[src/grr_pkg.sv]
package grr_pkg;

  localparam int MAX_FINE_SIDE_DEF = 1025;
  localparam int SAMPLE_WIDTH_DEF  = 32;
  localparam int CFG_SIDE_W        = 11;
  localparam int CFG_IDX_W         = 1;
  localparam int COORD_W           = 10;
  localparam int QUEUE_DEPTH       = 4;

  localparam logic [CFG_SIDE_W-1:0] SIDE_RESET = CFG_SIDE_W'(1025);
  localparam logic                  MODE_RESET = 1'b1;

  localparam logic [CFG_IDX_W-1:0] REG_FINE_SIDE_LEN = CFG_IDX_W'(0);
  localparam logic [CFG_IDX_W-1:0] REG_WEIGHT_MODE   = CFG_IDX_W'(1);

  typedef enum logic {
    OP_PASS  = 1'b0,
    OP_WEIGH = 1'b1
  } grr_op_t;

  typedef struct packed {
    grr_op_t              op;
    logic [COORD_W-1:0]   row;
    logic [COORD_W-1:0]   col;
    logic                 last;
  } grr_tag_t;

endpackage

[src/grr_back.sv]
module grr_back import grr_pkg::*; #(
  parameter int SAMPLE_WIDTH = SAMPLE_WIDTH_DEF
) (
  input  logic                          clk,
  input  logic                          rst_n,
  input  logic                          head_valid,
  input  grr_tag_t                      head_tag,
  input  logic [2:0][SAMPLE_WIDTH+1:0]  head_ops,
  output logic                          pop,
  output logic                          out_valid,
  input  logic                          out_ready,
  output logic signed [SAMPLE_WIDTH-1:0] out_coarse_value,
  output logic [COORD_W-1:0]            out_coarse_row,
  output logic [COORD_W-1:0]            out_coarse_col,
  output logic                          out_last_of_grid
);

  localparam int SW    = SAMPLE_WIDTH;
  localparam int ACC_W = SAMPLE_WIDTH + 5;

  logic                 out_valid_r;
  logic [SW-1:0]        value_r;
  logic [COORD_W-1:0]   row_r;
  logic [COORD_W-1:0]   col_r;
  logic                 last_r;

  logic [ACC_W-1:0]     acc;
  logic [SW-1:0]        value_nxt;

  // 1-2-1 across three column sums, plus rounding half up, then divide by 16
  always_comb begin
    acc = ACC_W'($signed(head_ops[0])) + (ACC_W'($signed(head_ops[1])) << 1)
        + ACC_W'($signed(head_ops[2])) + ACC_W'(8);
    unique case (head_tag.op)
      OP_WEIGH: value_nxt = acc[SW+3:4];
      OP_PASS:  value_nxt = head_ops[0][SW-1:0];
      default:  value_nxt = head_ops[0][SW-1:0];
    endcase
  end

  assign pop = head_valid && (!out_valid_r || out_ready);

  always_ff @(posedge clk) begin
    if (!rst_n) begin
      out_valid_r <= 1'b0;
    end else if (!out_valid_r || out_ready) begin
      out_valid_r <= head_valid;
    end
  end

  always_ff @(posedge clk) begin
    if (pop) begin
      value_r <= value_nxt;
      row_r   <= head_tag.row;
      col_r   <= head_tag.col;
      last_r  <= head_tag.last;
    end
  end

  assign out_valid        = out_valid_r;
  assign out_coarse_value = value_r;
  assign out_coarse_row   = row_r;
  assign out_coarse_col   = col_r;
  assign out_last_of_grid = last_r;

endmodule
[config.mk]
export PLATFORM = sky130hd
export DESIGN_NAME = grr_back
export DESIGN_NICKNAME = d
export VERILOG_FILES = /design/src/grr_pkg.sv /design/src/grr_back.sv
export SDC_FILE = /design/constraint.sdc
export NUM_CORES = 1
export LEC_CHECK = 0
export BUFFER_PORTS_ARGS = -buffer_cell sky130_fd_sc_hd__buf_4
export CORE_MARGIN = 3
export CORE_UTILIZATION = 45
export DETAILED_ROUTE_END_ITERATION = 7
export GPL_TIMING_DRIVEN = 1
export MAX_ROUTING_LAYER = met4
export PLACE_DENSITY = 0.69
export REMOVE_ABC_BUFFERS = 1
export SYNTH_ARGS = -nofsm -noshare
export SYNTH_HDL_FRONTEND = slang
export SYNTH_SLANG_ARGS = --single-unit
[constraint.sdc]
create_clock -name clk -period 4.1 [get_ports clk]
set_input_delay 0.205 -clock clk [delete_from_list [all_inputs] [get_ports clk]]
set_output_delay 0.205 -clock clk [all_outputs]
set_load 0.01 [all_outputs]
# == After elaboration in Yosys (flattened, before gate mapping) ==
# Index checks and enable logic that the tools add are counted.
# totals
regBits,54
output_inout_bits,55
wordCells,13
# classes
add_sub_neg,3
n_mux,1
n_bitwise,1
reduce_logical,3
# op_table
operator,n
$pmux 32 s2,1
$add 34x35->36,1
$add 36x34->36,1
$add 36x5->36 const B,1
$logic_and 1x1->1,1
$logic_not 1->1,1
$logic_or 1x1->1,1
$not 1->1,1

# == Logic depth before layout (Yosys ltp) ==
# depth
word_depth,4
mapped_depth,13
mapped_depth_nobuf,12

# == Least setup slack after synthesis ==
# No wires, ideal clock.
# synth_path
kind,reg-to-reg
startpoint,register out_valid_r (netlist: out_valid)
endpoint,register col_r[0] (netlist: out_coarse_col[0]) (enable)
t_arrival_ns,2.959
required_time_ns,3.624
setup_slack_ns,0.665
path_stages_with_launch,3
path_buffers,0
synth_period_minus_slack_ns,3.435
cell_sequence,dfxtp_1 > nor2b_1 > nor2b_1
# synth_via
elab_chain_len,3
# synth_rtl
item,line_no,rtl
"start, declared",grr_back.sv:21,logic out_valid_r;
"start signal, assigned",grr_back.sv:47,out_valid_r <= head_valid;
$logic_not 1->1,grr_back.sv:41,assign pop = head_valid && (!out_valid_r || out_ready);
$logic_or 1x1->1,grr_back.sv:41,
$logic_and 1x1->1,grr_back.sv:41,
net pop,grr_back.sv:9,"output logic pop,"
"end signal, assigned",grr_back.sv:55,col_r <= head_tag.col;
"end, declared",grr_back.sv:24,logic [COORD_W-1:0] col_r;
# The timed path passes the listed nets, and every way through them passes these cells.
# A chain may end at the register's enable or synchronous reset.

# == Final worst setup path ==
# layout_path
startpoint,input head_ops[4] (netlist bit)
endpoint,register value_r[24] (netlist: out_coarse_value[24]) (data pin)
# layout_via
elab_chain_len,4
# layout_rtl
item,line_no,rtl
"start, declared",grr_back.sv:8,"input logic [2:0][SAMPLE_WIDTH+1:0] head_ops,"
$add 34x35->36,grr_back.sv:32,acc = ACC_W'($signed(head_ops[0])) + (ACC_W'($signed(head_ops[1])) << 1)
$add 36x34->36,grr_back.sv:33,+ ACC_W'($signed(head_ops[2])) + ACC_W'(8);
$add 36x5->36,grr_back.sv:33,
$pmux 32 s2,grr_back.sv:34,unique case (head_tag.op)
net value_nxt[24],grr_back.sv:28,logic [SW-1:0] value_nxt;
"end signal, assigned",grr_back.sv:53,value_r <= value_nxt;
"end, declared",grr_back.sv:22,logic [SW-1:0] value_r;
# The timed path passes the listed nets, and every way through them passes these cells.

==> flow_results.org <==
** Critical path
- The worst setup path is launched from an input pin.
- Crit path buffers/inverters :: 3
- Data on the critical path is required at its endpoint by 4.16 ns.
- Data on the critical path arrives at its endpoint at 3.33 ns.
- By startpoint and endpoint, the worst setup path is classified as in2reg.
- Top delay family on crit path :: compound AO/OA/AOI/OAI gates
- Peak per-stage delay on the critical path :: 0.53 ns
- Library cell contributing the largest single delay on the critical path :: fa_1
- Along the worst path, the maximum fanout reaches 8.
- Traced cell by cell, the critical path runs through buf_4, inv_1, fa_1, inv_1, ha_1, ha_1, a21oi_2, o221ai_4, a211oi_2, o211ai_2, a311oi_2, xnor2_1, mux2_2.
- CP Capture Type :: flop

** Synthesis
- Dividing the synthesized area by the synthesized cell count gives 10.5 um^2.
- In this run, synthesis inferred 53 flip-flops with an integrated enable.
- The synthesized netlist occupies a cell area of 0.00519 mm^2.
- Most frequently used flop master after synthesis :: edfxtp_1
- Yosys warning count :: 0
- Synth top area cells :: edfxtp_1, ha_1, fa_1
- After synthesis, the largest area contributor takes up 30.7% of total cell area.
- Counting flops and latches in the post-synthesis netlist gives 54.
- Number of distinct library cells after synthesis :: 60
- FFs w/ async S/R, synth :: 0%
- Synthesis produced a netlist whose cell count is 494.
- Library cell occupying the most area in the post-synthesis netlist :: edfxtp_1
- Register area share after synthesis :: 31.0%

** Route
- For this run, design rule violations remaining after detail routing come to 0.
- For this run, the detailed router's first-pass iteration total came to 5.
- After the first detailed-routing iteration, the DRC count stood at 179.
- Once detail routing completed, the nets flagged for antenna violations numbered 0.
- Wire length after detailed routing :: 13900 um
- Average via count per standard cell :: between 5 and 6
- In the final routed layout, each cell accounts on average for 17.2 um.
- Total vias in the final route :: approximately 4400

** Pwr
- The analysis attributes to cell leakage a power of 0.00313 uW.
- Portion of total power attributed to combinational logic :: 55.1%
- Max rail drop VDD :: around 0.23 mV
- Int Power :: 1610 uW
- Summed over all nets, the switching power comes to 1080 uW.
- In this run, flip-flops and latches consume 27.6% of the power.
- The design draws between 2000 and 3000 uW.
- Net switching is around 40% of the power.
- Portion of total power attributed to the clock network :: 17.3%
- In this run the power density over the cells is 394 mW/mm^2.

** Timing
- At the pin with the least slew margin, the transition time is 1.04 ns.
- RSZ-0062 raised after global routing :: no
- Final count of hold timing violations :: 0
- In the final timing run, aggregate negative setup slack is 0 ns.
- Highest attainable clock frequency :: 307 MHz
- Of the available clock period, the critical path in the final layout requires 79.6%.
- Setup violations remaining at the end of the flow were counted as 0.
- Final Skew :: a little over 0.009 ns
- In this run the tightest slew margin relative to its limit is a little under a third.
- Count of pins over their slew limit :: 0
- Time the worst path needs with I/O delays and setup :: between 3 and 4 ns

** Finish
- The post-route netlist has roughly 34% of its cells at a drive strength greater than 1.
- # diodes :: 0
- Leaving out fill and tap cells, the most frequent cell in the layout is buf_4.
- Most frequent cells in the layout :: buf_4, ha_1, edfxtp_1
- P&R area growth vs syn :: 31.5%
- For this run, the post-layout net count is 894.
- Once layout is complete, the cells apart from fillers number 808.

** Clock network
- After clock tree synthesis, the clock-pin slew on the worst setup and hold paths is 0.08 ns.
- For this design, the sink count on the clock tree is 54.
- In this run, post-CTS repair resized a total of 0 instances.
- Clock buffer count from CTS :: 5
- Buffers inserted to repair hold after CTS numbered 0.
- After clock tree synthesis, the setup repair step added 0 buffers.
- CTS tree :: built
- Clock tree synthesis selected as its root buffer the cell clkbuf_16.
- Insertion delay to the later sink of the worst-skew pair :: a little over 0.3 ns
- Maximum level of the CTS H-tree :: 2
- Number of buffers on the longest clock path :: 2

** Run status
- The run finished with clean final reports.

** Floorplanning
- Boundary Pins :: 183
- Height of the die :: roughly 110 um
- The floorplan step set the die width to 113 um.
- The die covers 0.0129 mm^2.
- Standard-cell row count :: 38
- Core Footprint :: 0.0111 mm^2
- Once the floorplan was initialized, standard cells occupied 46.9% of the core.

** Global route
- Total track usage :: 22.1%
- Entering global routing, the biggest net connects 43 pins.
- Via count of the first global-routing pass :: 4377
- Number of antenna violations at the first check in global routing :: 0
- Global routing finished with a remaining overflow of 0.
- Global-route wire length before repair :: roughly 22000 um

** Place
- Number of I/O port buffers :: about 180
- HPWL Detailed :: ~12000 um
- Counting tap cells, the placed design contains a total of 800 instances.
- GP Congestion :: 0.861

** Flow run
- Max-cap check violation count :: 0

** Worst hold path
- The worst hold path belongs to the class in2reg.
-- through the flow --
| step | hold WS [ns] | util (%) | worst slack, ns | area, um^2 |
|---|---|---|---|---|
| 6_report | 0.0718 | 61.6 | 0.838 | 6830 |
| 5_1_grt | 0.0602 | 61.6 | 0.718 | 6830 |
| 4_1_cts | 0.0620 | 61.6 | 0.871 | 6830 |
| 3_5_place_dp | 0.384 | 60.2 | 0.539 | 6670 |
| 3_3_place_gp | 0.383 | 60.2 | 0.549 | 6670 |
| 2_1_floorplan | 0.304 | - | 0.665 | 5120 |
-- sequential cells by signal (all words and copies together) (netlist names) --
name	count
out_valid	1
out_coarse_value	32
out_coarse_col	10
out_coarse_row	10
out_last_of_grid	1
-- synth_stat cells (all sizes together), types with 4 or more instances --
master	count
nand2	34
clkbuf	8
ha	65
o21ai	27
nor3	4
nand4	13
a21oi	44
xor2	12
a21o	6
xnor2	16
fa	34
nor2b	6
mux2	17
mux2i	8
edfxtp	53
buf	9
nor2	23
inv	50
o221ai	4
o211ai	5
nand3	10
-- worst paths after layout --
check / from / end / slack, ns / depth (start not counted)
max reg2reg: out_valid$_SDFFE_PN0N_ / out_coarse_col[0]$_DFFE_PP_ / 2.00 / 3
min: head_tag[9] / out_coarse_col[8]$_DFFE_PP_ / 0.07 / 1
max: head_ops[4] / out_coarse_value[24]$_DFFE_PP_ / 0.84 / 13
min reg2reg: out_valid$_SDFFE_PN0N_ / out_valid$_SDFFE_PN0N_ / 0.67 / 2
-- power groups by stage --
stage | logic, uW | registers [uW] | clock network (uW)
3_3_place_gp | 1470 | 751 | 0
6_report | 1480 | 742 | 464
3_5_place_dp | 1480 | 754 | 0
5_1_grt | 1650 | 750 | 496
2_1_floorplan | 938 | 795 | 0
4_1_cts | 1490 | 743 | 478
-- per-layer routing --
layer  up-vias  part of all wire (%)  routed length [um]  GRT usage (%)
met5         -                     0                   0              -
met3         8                   6.9                 956           3.82
met2       175                    48                6620           36.5
met4         0                   1.0                 141           4.81
met1      2075                    44                6180           28.9
li1       2139                     -                   -              -
-- cells by family after synthesis --
group / count (synthesis) / synth area share (%)
AO/OA/AOI/OAI: 115 / 15.2
AND/OR/NAND/NOR: 105 / 9.88
adder cells (fa/ha/maj): 99 / 28.8
buffers and inverters: 68 / 5.13
flip-flops: 54 / 31.0
XOR/XNOR: 28 / 4.72
multiplexers: 25 / 5.23
-- final cells by class --
class | instances | area [um^2]
clock inverter | 3 | 28.8
sequential | 54 | 1610
inverter | 51 | 191
timing repair buffer | 183 | 1370
clock buffer | 5 | 125
fill | 921 | 4250
tap | 140 | 175
multi-input combinational | 372 | 3320
-- worst reg2reg max path, cell delays in order, from the launching register on --
cell,delay (ns)
dfxtp_1,0.31
nor2b_1,0.16
nor2b_4,0.81
buf_4,0.48
(Power assumes the default switching activity.)
