[src/grr_fifo.sv]
module grr_fifo #(
  parameter int WIDTH = 8,
  parameter int DEPTH = 4
) (
  input  logic                       clk,
  input  logic                       rst_n,
  input  logic                       push,
  input  logic [WIDTH-1:0]           din,
  input  logic                       pop,
  output logic                       head_valid,
  output logic [WIDTH-1:0]           dout,
  output logic [$clog2(DEPTH+1)-1:0] count
);

  localparam int PW    = (DEPTH > 1) ? $clog2(DEPTH) : 1;
  localparam int CNT_W = $clog2(DEPTH+1);

  logic [WIDTH-1:0] slot_r [DEPTH];
  logic [PW-1:0]    wr_ptr_r, wr_ptr_nxt;
  logic [PW-1:0]    rd_ptr_r, rd_ptr_nxt;
  logic [CNT_W-1:0] count_r, count_nxt;

  always_comb begin
    wr_ptr_nxt = wr_ptr_r;
    rd_ptr_nxt = rd_ptr_r;
    count_nxt  = count_r;
    if (push) begin
      wr_ptr_nxt = (wr_ptr_r == PW'(DEPTH-1)) ? '0 : wr_ptr_r + PW'(1);
    end
    if (pop) begin
      rd_ptr_nxt = (rd_ptr_r == PW'(DEPTH-1)) ? '0 : rd_ptr_r + PW'(1);
    end
    if (push && !pop) begin
      count_nxt = count_r + CNT_W'(1);
    end else if (pop && !push) begin
      count_nxt = count_r - CNT_W'(1);
    end
  end

  always_ff @(posedge clk) begin
    if (!rst_n) begin
      wr_ptr_r <= '0;
      rd_ptr_r <= '0;
      count_r  <= '0;
    end else begin
      wr_ptr_r <= wr_ptr_nxt;
      rd_ptr_r <= rd_ptr_nxt;
      count_r  <= count_nxt;
    end
  end

  always_ff @(posedge clk) begin
    if (push) begin
      slot_r[wr_ptr_r] <= din;
    end
  end

  assign head_valid = (count_r != '0);
  assign dout       = slot_r[rd_ptr_r];
  assign count      = count_r;

endmodule

[config.mk]
export PLATFORM = sky130hd
export DESIGN_NAME = grr_fifo
export DESIGN_NICKNAME = d
export VERILOG_FILES = /design/src/grr_fifo.sv
export SDC_FILE = /design/constraint.sdc
export NUM_CORES = 1
export LEC_CHECK = 0
export BUFFER_PORTS_ARGS = -buffer_cell sky130_fd_sc_hd__buf_2
export CORE_UTILIZATION = 40
export DETAILED_ROUTE_END_ITERATION = 10
export PLACE_DENSITY = 0.72
export SYNTH_ARGS = -nofsm -noshare
export SYNTH_HDL_FRONTEND = slang
export SYNTH_SLANG_ARGS = --single-unit
[constraint.sdc]
create_clock -name clk -period 1.5 [get_ports clk]
set_clock_uncertainty 0.2 [all_clocks]
set_input_delay 0.15 -clock clk [delete_from_list [all_inputs] [get_ports clk]]
set_output_delay 0.15 -clock clk [all_outputs]
set_load 0.02 [all_outputs]
# Yosys cells after proc, flatten, opt, wreduce, memory -nomap -nowiden
# Memories as Yosys holds them, arrays and structs flattened. A register that Yosys moved wholly into a read port is not among the register bits.
# Cells that the tools add are included.
dict set report word_totals {
  input_bits 12
  reg_bits 7
  wordCells 24
  mem_bits_rw 32
  output_inout_bits 12
  memories 1
}
dict set report classes {
  eq_ne 2
  reduce_logical 6
  n_addsub 4
  n_mux 8
}
# memory words width rd rd_ports_with_merged_regs wr line_no
set mem_list {}
lappend mem_list {slot_r 4 8 1 1 1 18} ;# logic [WIDTH-1:0] slot_r [DEPTH];
# operator n
set op_table {}
lappend op_table {{2-bit 2-to-1 mux} 4}
lappend op_table {{3-bit 2-to-1 mux} 2}
lappend op_table {{2-bit by 1-bit adder with 2-bit output, second input constant} 2}
lappend op_table {{2-bit == test, second input constant} 2}
lappend op_table {{3-bit by 1-bit adder with 3-bit output, second input constant} 1}
lappend op_table {{3-bit nonzero test} 1}
lappend op_table {{3-bit by 1-bit subtractor with 3-bit output, second input constant} 1}
lappend op_table {{1-bit logical AND} 2}
lappend op_table {{1-bit logical NOT} 2}
lappend op_table {{1-bit 2-to-1 mux} 2}
lappend op_table {{2-bit nonzero test} 1}

# Logic depth before layout (Yosys ltp)
# Gate-level depths: netlist of the first run.
dict set report depth {
  depth_word 4
  ltp_mapped 7
  ltp_nobuf 7
}

# Worst setup path before layout of the first run
# No wires, ideal clock.
dict set report synth_timing {
  path_type {flip-flop to flip-flop}
  start {register count_r[0], in the netlist count[0]}
  end {register count_r[2], in the netlist count[2]}
  path_buffers 0
  arrival_ps 1405
  path_stages_with_launch 5
  t_required_ps 1230
  setup_slack_ps -175
  path_cell_list {dfxtp_1 -> fa_1 -> xor2_1 -> or3_1 -> a21boi_1}
}
dict set report synth_between {
  elab_chain_len 3
}
# element line_no
set synth_lines {}
lappend synth_lines {{start: declaration} 21} ;# logic [CNT_W-1:0] count_r, count_nxt;
lappend synth_lines {{start signal: assignment} 48} ;# count_r <= count_nxt;
lappend synth_lines {{3-bit by 1-bit subtractor with 3-bit output} 36} ;# count_nxt = count_r - CNT_W'(1);
lappend synth_lines {{3-bit 2-to-1 mux} 35} ;# end else if (pop && !push) begin
lappend synth_lines {{3-bit 2-to-1 mux *} 33} ;# if (push && !pop) begin
# Mark *: on every way between the ends. The rest lies on a longest branch, timed or not. The select of a mux whose other input is x is not followed.
# A chain may end at the register's enable or synchronous reset.

==> results of run 1 <==
power by group through the flow:
| stage | clock, mW | combinational (mW) | sequential [mW] |
|---|---|---|---|
| 2_1_floorplan | 0 | 0.214 | 1.36 |
| 3_3_place_gp | 0 | 0.384 | 1.35 |
| 3_5_place_dp | 0 | 0.400 | 1.35 |
| 4_1_cts | 0.681 | 0.458 | 1.33 |
| 5_1_grt | 0.724 | 0.508 | 1.34 |
| 6_report | 0.657 | 0.472 | 1.33 |
kinds of logic after synthesis:
| logic type | count (synthesis) | synth area share (%) |
|---|---|---|
| flops | 41 | 70.92 |
| simple gates | 14 | 5.209 |
| mux | 12 | 13.69 |
| fa+ha+maj | 7 | 5.910 |
| buf+inv | 6 | 1.943 |
| compound gates | 3 | 1.244 |
| xor+xnor | 2 | 1.089 |
tightest hold or removal path: stages:
cell,delay (ps)
buf_2,120
buf_4,140
mux2i_1,70
nor2b_1,90
state kept, by name (all words and copies together) (netlist names), named ones only:
register,cells
count,3
slot_r,32
rd_ptr_r,2
wr_ptr_r,2
final timing paths:
check / startpoint / to / slack, ps / cells after the start
max: flip-flop / dout[6] / -280 / 3
min: push / wr_ptr_r[1] / 110 / 4
max reg2reg: count[0] / count[2] / -50 / 4
min reg2reg: count[2] / count[2] / 320 / 2
metal layers:
layer | vias to the layer above | GRT usage (%) | share of wire, %
met5 | - | 0 | 0
met4 | 0 | 7.337 | 2.4
met3 | 9 | 5.729 | 5.4
met2 | 24 | 27.06 | 53
met1 | 413 | 15.64 | 39
li1 | 421 | - | -
placed cells by master, fill, tap and decap left out, drive strengths merged, types with 2 or more instances in the layout:
master / netlist / final
dlygate4sd3: 0 / 9
inv: 4 / 4
or3: 2 / 2
edfxtp: 32 / 32
and2: 5 / 5
mux2i: 4 / 4
mux4: 8 / 8
nor2b: 5 / 5
buf: 1 / 36
ha: 6 / 6
clkinv: 0 / 3
dfxtp: 9 / 9
clkbuf: 1 / 5
area by class of cell:
type,instances,area (um^2),share of cell area (%)
clock buffers,5,68.82,3.150
clock inverters,3,12.51,0.5727
inverters,4,17.52,0.8018
multi-input cells,38,451.7,20.68
flip-flops and latches,41,1149,52.58
well taps,48,60.06,2.749
repair buffers,45,425.4,19.47
timing repair:
item / 4_1_cts / 5_1_grt
hold buffers: 9 / 0
resized for setup: 17 / 4
buffers inserted: 0 / 1
endpoints found under the hold margin: 41 / 0
pin swaps: 0 / 1
setup endpoints to repair: 10 / 26
==> results.rst, run 1 <==
.. list-table::
   :header-rows: 1

   * - Metric
     - Value
   * - Outcome
     - finished with violations
   * - Violations in the final reports
     - negative setup slack
   * - Post-layout instance area
     - around 2200 um^2
   * - Via count
     - just under 900
   * - Min Clock Period, post-route
     - 1776 ps
   * - Initial DRC Count
     - 22
   * - Count of state elements after synthesis
     - 41
   * - Proportion of layout cells with a drive suffix above 1
     - ~43%
   * - PnR worst setup slack
     - -276.4 ps
   * - CP Class
     - reg2out
   * - Initial antenna violation count
     - 0
   * - Number of failing hold endpoints at the final stage
     - 0
   * - Setup violators final
     - 10
   * - Wire per inst
     - 14.77 um
   * - Final HPWL from detailed placement
     - ~2.0 mm
   * - Most used flip-flop cell after synthesis
     - edfxtp_1
   * - RSZ-0062 raised after global routing
     - true
   * - Post-Layout Cell Count
     - between 150 and 200
   * - Fraction of the yosys area taken by sequential cells
     - 70.92%
   * - TritonCTS buffer count
     - 5
   * - Via count of the first global-routing pass
     - 957
   * - Combinational fraction of design power
     - a little under a fifth
   * - Area growth syn-to-layout
     - 35.77%
   * - Period utilisation layout
     - 118.4%
   * - Antenna diode count
     - 0
   * - Min-Delay Path Class
     - in2reg
   * - Fraction of power spent switching nets
     - roughly 24%
   * - Number of instances in the synthesized netlist
     - 85
   * - Sequential power share
     - between 50 and 60%
   * - Via-per-instance ratio
     - roughly 4.7
   * - Fill cell total of the finished layout
     - just under 300
   * - TritonCTS clock tree
     - done
   * - Critical-path cell list
     - buf_12 -> mux4_2 -> buf_6
   * - Instance area after placement
     - roughly 2000 um^2
   * - Distinct cell type count of the synthesized netlist
     - 19
   * - Cell family with most CP delay
     - multiplexers
   * - Wirelength, routed
     - approximately 2.7 mm
   * - Post-Route Utilization
     - 57.93%
   * - Most numerous cell types in the synthesized netlist
     - 32 x edfxtp_1, 9 x dfxtp_1, 8 x mux4_2, 6 x ha_1
   * - Maximum VDD drop
     - ~0.00062 V
   * - CTS root buffer
     - clkbuf_8
   * - Die footprint
     - ~4300 um^2
   * - Critical-path maximum fanout
     - 8
   * - Number of max-cap violations
     - 0
   * - I/O pins
     - 24
   * - Post-Place Setup Slack
     - -268.8 ps
   * - Type of element capturing the critical path
     - output pin
   * - Syn avg cell area
     - roughly 19 um^2
   * - Warnings, synthesis
     - 0
   * - Buffer depth of the longest clock path
     - 2
   * - Vertical die dimension
     - between 60 and 70 um
   * - Number of clock sinks seen by CTS
     - 41
   * - Arrival time worst endpoint
     - 1430 ps
   * - Standby leakage power
     - 0.8243 nW
   * - Switching power total
     - 0.5907 mW
   * - Total nets after synthesis
     - roughly 100
   * - Transition time at the pin with the least slew margin
     - approximately 140 ps
   * - Buffers on Ports
     - 23
   * - Initial cell density of the core
     - between 40% and 50%
   * - Critical path required time
     - between 1000 and 1500 ps
   * - Clock latency reported for the late side of the worst-skew pair
     - slightly below 300 ps
   * - Cell total after placement
     - about 170
   * - Clock slew at reported path FFs
     - 70 ps
   * - Peak per-stage delay on the critical path
     - roughly 520 ps
   * - Drt first pass iters
     - 4
   * - Areal power density over the cells
     - 1125 nW/um^2
   * - Area of the core
     - 3771 um^2
   * - DRC violations left
     - 0
   * - Achievable Freq
     - ~560 MHz
   * - Wire length of the first global-routing pass
     - between 4 and 5 mm
   * - H-Tree Level Count
     - 2
   * - Clock power share
     - 26.7%
   * - Max_slew headroom
     - between 90% and 100%
   * - Setup TNS after final layout
     - -2305 ps
   * - Most area-consuming cells after synthesis
     - edfxtp_1 60%, dfxtp_1 11%, mux4_2 11%
   * - Most numerous cell in the Yosys netlist
     - edfxtp_1
   * - Routed Antenna Nets
     - 0
   * - Internal power
     - roughly 1.9 mW
   * - Largest net degree at the start of global routing
     - 13
   * - Area of the mapped netlist
     - ~1600 um^2
   * - Nets@finish
     - around 150
   * - Global placer's final weighted congestion
     - just over 0.7
   * - Power after layout
     - 2.458 mW
   * - Crit path buffers/inverters
     - 2
   * - Startpoint kind of the worst setup timing path
     - flip-flop
   * - Largest area contributor in the synthesized netlist
     - edfxtp_1
   * - Share of the synthesized area in the top cell type
     - about three fifths
   * - Count of standard-cell rows
     - 22
   * - Post-synth EDFFs
     - 32
   * - Grt total ovfl
     - 0
   * - Overall fraction of global-route tracks in use
     - around 15%
   * - Final-report max-slew violation count
     - 0
   * - CP max-delay cell
     - mux4_2
   * - Minimum hold slack
     - between 100 and 150 ps
   * - Share of flip-flops with an asynchronous set or reset after synthesis
     - 0%
   * - Die width
     - roughly 65 um
Note: power is estimated with default switching activity, not from simulation.
==> run 2: changes to the inputs <==
- CORE_ASPECT_RATIO: not set -> 1.1
- PLACE_DENSITY: 0.72 -> 0.69
- clock period: 1.5 -> 1.9 ns (I/O delays scaled with it)
==> run 2 against run 1 <==
  * The flow now finishes without violations
  * Cell count fell by 4.9%
  * Critical path depth unchanged
  * Final area shrank 8.7%
  * Sequential power fell by 21%
  * Power is 19% lower
  * Critical path type unchanged
  * Largest cell class unchanged
  * Largest power group unchanged
==> results.rst, run 2 (same netlist as run 1, synthesis figures left out) <==
.. list-table::
   :header-rows: 1

   * - Metric
     - Value
   * - Critical path required time
     - 1510 ps (was 1150 ps)
   * - Final-report max-slew violation count
     - 0 (unchanged)
   * - Clock slew at reported path FFs
     - 70 ps (about the same)
   * - Worst Hold Depth
     - 3 (was 4)
   * - Grt met1 use
     - 14.67% (was 15.64%)
   * - Number of clock sinks seen by CTS
     - 41 (unchanged)
   * - H-Tree Level Count
     - 2 (unchanged)
   * - Max_slew headroom
     - 70.02% (was 90.11%)
   * - Final HPWL from detailed placement
     - 1.667 mm (was 1.997 mm)
   * - RSZ-0062 raised after global routing
     - false (was true)
   * - Post-layout instance area
     - 1994 um^2 (was 2185 um^2)
   * - Minimum hold slack
     - 67.36 ps (was 113.8 ps)
   * - Startpoint kind of the worst setup timing path
     - flip-flop (unchanged)
   * - Count of standard-cell rows
     - 23 (was 22)
   * - Standby leakage power
     - 0.7483 nW (was 0.8243 nW)
   * - Maximum VDD drop
     - 0.0007059 V (was 0.0006197 V)
   * - Flip-flop count of the largest register after layout
     - 32 (unchanged)
   * - Largest Register
     - slot_r (unchanged)
   * - Die width
     - 62.47 um (was 65.43 um)
   * - Arrival time worst endpoint
     - 1450 ps (was 1430 ps)
   * - Areal power density over the cells
     - 993.9 nW/um^2 (was 1125 nW/um^2)
   * - Wirelength, routed
     - 2.412 mm (was 2.717 mm)
   * - Nets@finish
     - 143 (was 154)
   * - Wire per inst
     - 13.78 um (was 14.77 um)
   * - Outcome
     - finished clean (was finished with violations)
   * - Met2 Resource Use GR
     - 25.00% (was 27.06%)
   * - Clock latency reported for the late side of the worst-skew pair
     - 280 ps (was 290 ps)
   * - Setup TNS after final layout
     - 0 ps (was -2305 ps)
   * - Reg2reg path depth
     - 4 (unchanged)
   * - Drt first pass iters
     - 4 (unchanged)
   * - Area of the core
     - 3741 um^2 (was 3771 um^2)
   * - Transition time at the pin with the least slew margin
     - 449.0 ps (was 144.2 ps)
   * - Fill cell total of the finished layout
     - 328 (was 297)
   * - Via-per-instance ratio
     - 4.691 (was 4.712)
   * - Proportion of layout cells with a drive suffix above 1
     - 32.80% (was 42.65%)
   * - Min Clock Period, post-route
     - between 1500 and 2000 ps
   * - Most frequent cells in the layout
     - 32 x edfxtp_1, 22 x buf_2, 9 x dlygate4sd3_1, 8 x mux4_2, 8 x dfxtp_1 (was 32 x edfxtp_1, 14 x buf_2, 10 x buf_6, 9 x dlygate4sd3_1, 8 x mux4_2)
   * - Critical-path maximum fanout
     - 8 (unchanged)
   * - Achievable Freq
     - around 540 MHz
   * - CP Class
     - reg2out (unchanged)
   * - Routed Antenna Nets
     - 0 (unchanged)
   * - Buffer depth of the longest clock path
     - 2 (unchanged)
   * - Instance area after placement
     - 1785 um^2 (was 1943 um^2)
   * - Vertical die dimension
     - 68.52 um (was 65.43 um)
   * - Post-CTS setup repair buffer count
     - 0 (unchanged)
   * - Wire length of the first global-routing pass
     - 4.160 mm (was 4.554 mm)
   * - Post-Layout Cell Count
     - 175 (was 184)
   * - Peak-usage layer in the global routing report
     - met2 (unchanged)
   * - Initial antenna violation count
     - 0 (unchanged)
   * - I/O pins
     - 24 (unchanged)
   * - Initial DRC Count
     - 17 (was 22)
   * - DRC violations left
     - 0 (unchanged)
   * - Grt total ovfl
     - 0 (unchanged)
   * - Buffers on Ports
     - 23 (unchanged)
   * - Type of element capturing the critical path
     - output pin (unchanged)
   * - Number of failing hold endpoints at the final stage
     - 0 (unchanged)
   * - Antenna diode count
     - 0 (unchanged)
   * - Overall fraction of global-route tracks in use
     - 13.32% (was 15.25%)
   * - TritonCTS buffer count
     - 5 (unchanged)
   * - Period utilisation layout
     - between 90 and 100%
   * - Met3 Resource Use GR
     - 2.961% (was 5.729%)
   * - Via count of the first global-routing pass
     - 910 (was 957)
   * - Via count
     - 821 (was 867)
   * - CTS root buffer
     - clkbuf_8 (unchanged)
   * - Cell total after placement
     - 158 (was 166)
   * - Largest net degree at the start of global routing
     - 14 (was 13)
   * - Min-Delay Path Class
     - in2reg (unchanged)
   * - Global placer's final weighted congestion
     - 0.6453 (was 0.7226)
   * - Number of max-cap violations
     - 0 (unchanged)
   * - Area growth syn-to-layout
     - 23.95% (was 35.77%)
   * - Commonest non-fill, non-tap cell in the layout
     - edfxtp_1 (unchanged)
   * - Die footprint
     - 4280 um^2 (about the same)
   * - Setup violators final
     - 0 (was 10)
   * - Power after layout
     - 1.982 mW (was 2.458 mW)
   * - Initial cell density of the core
     - 43.01% (was 42.67%)
   * - TritonCTS clock tree
     - done (unchanged)
==> run 2: cell type report <==
class                      count  area, um^2  share of cell area, %
timing repair buffer          34       230.2                  11.54
sequential                    41        1142                  57.28
clock buffer                   6       72.57                  3.639
clock inverter                 2       35.03                  1.757
tap                           50       62.56                  3.137
inverter                       4       15.01                 0.7528
multi-input combinational     38       436.7                  21.89
==> run 2: metal layers <==
layer / share of wire, % / up-vias
met5: 0 / -
met4: 1.4 / 0
met3: 3.5 / 4
met2: 51 / 19
met1: 44 / 400
li1: - / 398
==> run 2: worst paths after layout <==
check                  from   endpoint  slack, ps
hold / removal          pop  flip-flop         70
hold reg to reg    count[2]   count[2]        320
setup / recovery  flip-flop    dout[6]         60
setup reg to reg   count[0]   count[2]        220
==> run 2: what timing repair did <==
| action | CTS | global route |
|---|---|---|
| endpoints found under the hold margin | 33 | 0 |
| gates resized for setup | 1 | 3 |
| hold buffers | 9 | 0 |
| setup endpoints to repair | 4 | 2 |
==> run 2: critical path, cell delays in order (launching register included) <==
cell	delay, ps
dfxtp_2	330
buf_8	150
mux4_2	510
buf_2	180
==> run 2: report_power, final <==
group          total [mW]  internal (mW)  leakage [nW]  switching, mW
clock               0.659          0.389        0.0552          0.270
sequential           1.05           1.02         0.369         0.0316
combinational       0.271          0.129         0.325          0.143
total                1.98           1.54         0.748          0.444
==> run 2: stage by stage <==
step	util [%]	setup WS, ps
floorplan	-	225.2
global placement	47.73	73.82
detailed placement	47.73	-19.55
CTS	53.11	16.11
global route	53.31	17.80
finish	53.31	60.12
==> run 3: changes to the inputs <==
- CORE_MARGIN: not set -> 2
- CORE_UTILIZATION: 40 -> 50
- PLACE_DENSITY: 0.69 -> 0.81
==> run 3 against run 2 <==
  * The flow now finishes with violations (negative setup slack)
  * Critical path depth unchanged
  * Sequential power about the same
  * Die area down 14%
  * Non-clock buffer count up 2
  * Register-to-register slack worse by 30 ps
  * Utilization up 13 points
  * Worst hold slack better by 3.7 ps
  * Cell count down 8.0%
  * Count of clock-buffer cells in the layout up 2
  * Power down 5.0%
  * Via count up 2.2%
  * Highest routed layer unchanged
==> results.rst, run 3 (same netlist as run 1, synthesis figures left out) <==
.. list-table::
   :header-rows: 1

   * - Metric
     - Value
   * - Outcome
     - finished with violations (was finished clean)
   * - Violations in the final reports
     - negative setup slack
   * - Number of max-cap violations
     - 0 (unchanged)
   * - TritonCTS clock tree
     - done (unchanged)
   * - Standby leakage power
     - 0.7646 nW (was 0.7483 nW)
   * - Wire per inst
     - 15.70 um (was 13.78 um)
   * - Wire length of the first global-routing pass
     - 4.126 mm (was 4.160 mm)
   * - Startpoint kind of the worst setup timing path
     - flip-flop (unchanged)
   * - Power after layout
     - 1.883 mW (was 1.982 mW)
   * - Min-Delay Path Class
     - in2reg (unchanged)
   * - Initial antenna violation count
     - 0 (unchanged)
   * - Max_slew headroom
     - 71.73% (was 70.02%)
   * - Setup TNS after final layout
     - -0.3285 ps (was 0 ps)
   * - Minimum hold slack
     - 71.02 ps (was 67.36 ps)
   * - Min Clock Period, post-route
     - 1900 ps (was 1840 ps)
   * - Die width
     - 58.09 um (was 62.47 um)
   * - Die footprint
     - 3688 um^2 (was 4280 um^2)
   * - Routed Antenna Nets
     - 0 (unchanged)
   * - Type of element capturing the critical path
     - output pin (unchanged)
   * - Clock slew at reported path FFs
     - 110 ps (was 70 ps)
   * - Cell total after placement
     - 142 (was 158)
   * - Post-Route Utilization
     - 66.30% (was 53.31%)
   * - Critical-path maximum fanout
     - 8 (unchanged)
   * - Instance area after placement
     - 1765 um^2 (was 1785 um^2)
   * - Via count
     - 839 (was 821)
   * - Post-Place Setup Slack
     - -13.48 ps (was -19.55 ps)
   * - Final HPWL from detailed placement
     - 1.667 mm (about the same)
   * - Global placer's final weighted congestion
     - 0.6851 (was 0.6453)
   * - CP Class
     - reg2out (unchanged)
   * - Largest Register
     - slot_r (unchanged)
   * - PnR worst setup slack
     - -0.3285 ps (was 60.12 ps)
   * - Vertical die dimension
     - 63.50 um (was 68.52 um)
   * - DRC violations left
     - 0 (unchanged)
   * - I/O pins
     - 24 (unchanged)
   * - Initial cell density of the core
     - 52.79% (was 43.01%)
   * - Maximum VDD drop
     - 0.0007164 V (was 0.0007059 V)
   * - Commonest non-fill, non-tap cell in the layout
     - edfxtp_1 (unchanged)
   * - CTS root buffer
     - clkbuf_4 (was clkbuf_8)
   * - TritonCTS buffer count
     - 5 (unchanged)
   * - H-Tree Level Count
     - 2 (unchanged)
   * - Flip-flop count of the largest register after layout
     - 32 (unchanged)
   * - Post-Layout Cell Count
     - 161 (was 175)
   * - Buffer depth of the longest clock path
     - 2 (unchanged)
   * - Clock latency reported for the late side of the worst-skew pair
     - 340 ps (was 280 ps)
   * - Antenna diode count
     - 0 (unchanged)
   * - Most frequent cells in the layout
     - 32 x edfxtp_1, 15 x buf_2, 11 x dlygate4sd3_1, 8 x mux4_2, 8 x buf_6 (was 32 x edfxtp_1, 22 x buf_2, 9 x dlygate4sd3_1, 8 x mux4_2, 8 x dfxtp_1)
   * - Wirelength, routed
     - 2.528 mm (was 2.412 mm)
   * - Arrival time worst endpoint
     - 1510 ps (was 1450 ps)
   * - Areal power density over the cells
     - 932.0 nW/um^2 (was 993.9 nW/um^2)
   * - Buffers on Ports
     - 23 (unchanged)
   * - Area growth syn-to-layout
     - 25.58% (was 23.95%)
   * - Grt total ovfl
     - 0 (unchanged)
   * - Via count of the first global-routing pass
     - 898 (was 910)
   * - RSZ-0062 raised after global routing
     - true (was false)
   * - Transition time at the pin with the least slew margin
     - 424.0 ps (was 449.0 ps)
   * - Overall fraction of global-route tracks in use
     - 15.81% (was 13.32%)
   * - Period utilisation layout
     - 100.0% (was 96.84%)
   * - Area of the core
     - 3048 um^2 (was 3741 um^2)
   * - Setup violators final
     - 1 (was 0)
   * - Number of failing hold endpoints at the final stage
     - 0 (unchanged)
   * - Largest net degree at the start of global routing
     - 13 (was 14)
   * - Final-report max-slew violation count
     - 0 (unchanged)
   * - Initial DRC Count
     - 29 (was 17)
   * - Drt first pass iters
     - 3 (was 4)
   * - Critical path required time
     - 1510 ps (about the same)
   * - Count of standard-cell rows
     - 21 (was 23)
   * - Achievable Freq
     - 526.2 MHz (was 543.5 MHz)
   * - Via-per-instance ratio
     - 5.211 (was 4.691)
   * - Post-CTS setup repair buffer count
     - 0 (unchanged)
   * - Post-layout instance area
     - 2021 um^2 (was 1994 um^2)
   * - Nets@finish
     - 145 (was 143)
   * - Proportion of layout cells with a drive suffix above 1
     - 33.07% (was 32.80%)
   * - Number of clock sinks seen by CTS
     - 41 (unchanged)
run 3: cell types whose count changed in the layout (fill, tap and decap cells not counted):
cell / change
buf_12: +1
buf_2: -7
clkbuf_8: -4
buf_8: -1
dfxtp_1: -1
bufinv_16: -1
buf_6: +8
clkbuf_16: +1
clkbuf_4: +5
clkinv_2: -1
dlygate4sd3_1: +2
buf_4: -1
dfxtp_2: +1
run 3: power breakdown:
group | leakage (nW) | switching (mW) | internal, mW
clock network | 0.0437 | 0.262 | 0.262
registers | 0.369 | 0.0325 | 1.02
logic | 0.352 | 0.149 | 0.158
run 3: what timing repair did:
action / CTS / global route
pin swaps: 0 / 0
hold buffers: 11 / 0
resized for setup: 19 / 2
hold endpoints to repair: 41 / 0
setup endpoints to repair: 8 / 8
run 3: metal layers:
metal	vias to the layer above	global-route usage (%)	routed length (um)
li1	402	-	-
met1	406	17.61	1014
met2	23	27.13	1336
met3	8	5.749	127
met4	0	6.105	50
met5	-	0	0
run 3: layout make-up:
type	instances	area, um^2
Timing Repair Buffer	36	302.8
Inverter	4	15.01
Tap cell	34	42.54
Sequential cell	41	1144
Clock buffer	8	80.08
Fill cell	217	1027
Multi-Input combinational cell	38	436.7
run 3: final timing paths:
kind / startpoint / endpoint / slack [ps] / depth (start not counted)
max: flip-flop / dout[6] / -0.3 / 3
min: push / wr_ptr_r[1] / 70 / 4
max reg2reg: rd_ptr_r[0] / flip-flop / 190 / 4
min reg2reg: rd_ptr_r[1] / flip-flop / 350 / 2
run 3: worst max-delay path: stages, from the launching register on:
cell and delay, ps:
dfxtp_2 360, buf_12 130, mux4_2 520, buf_6 150
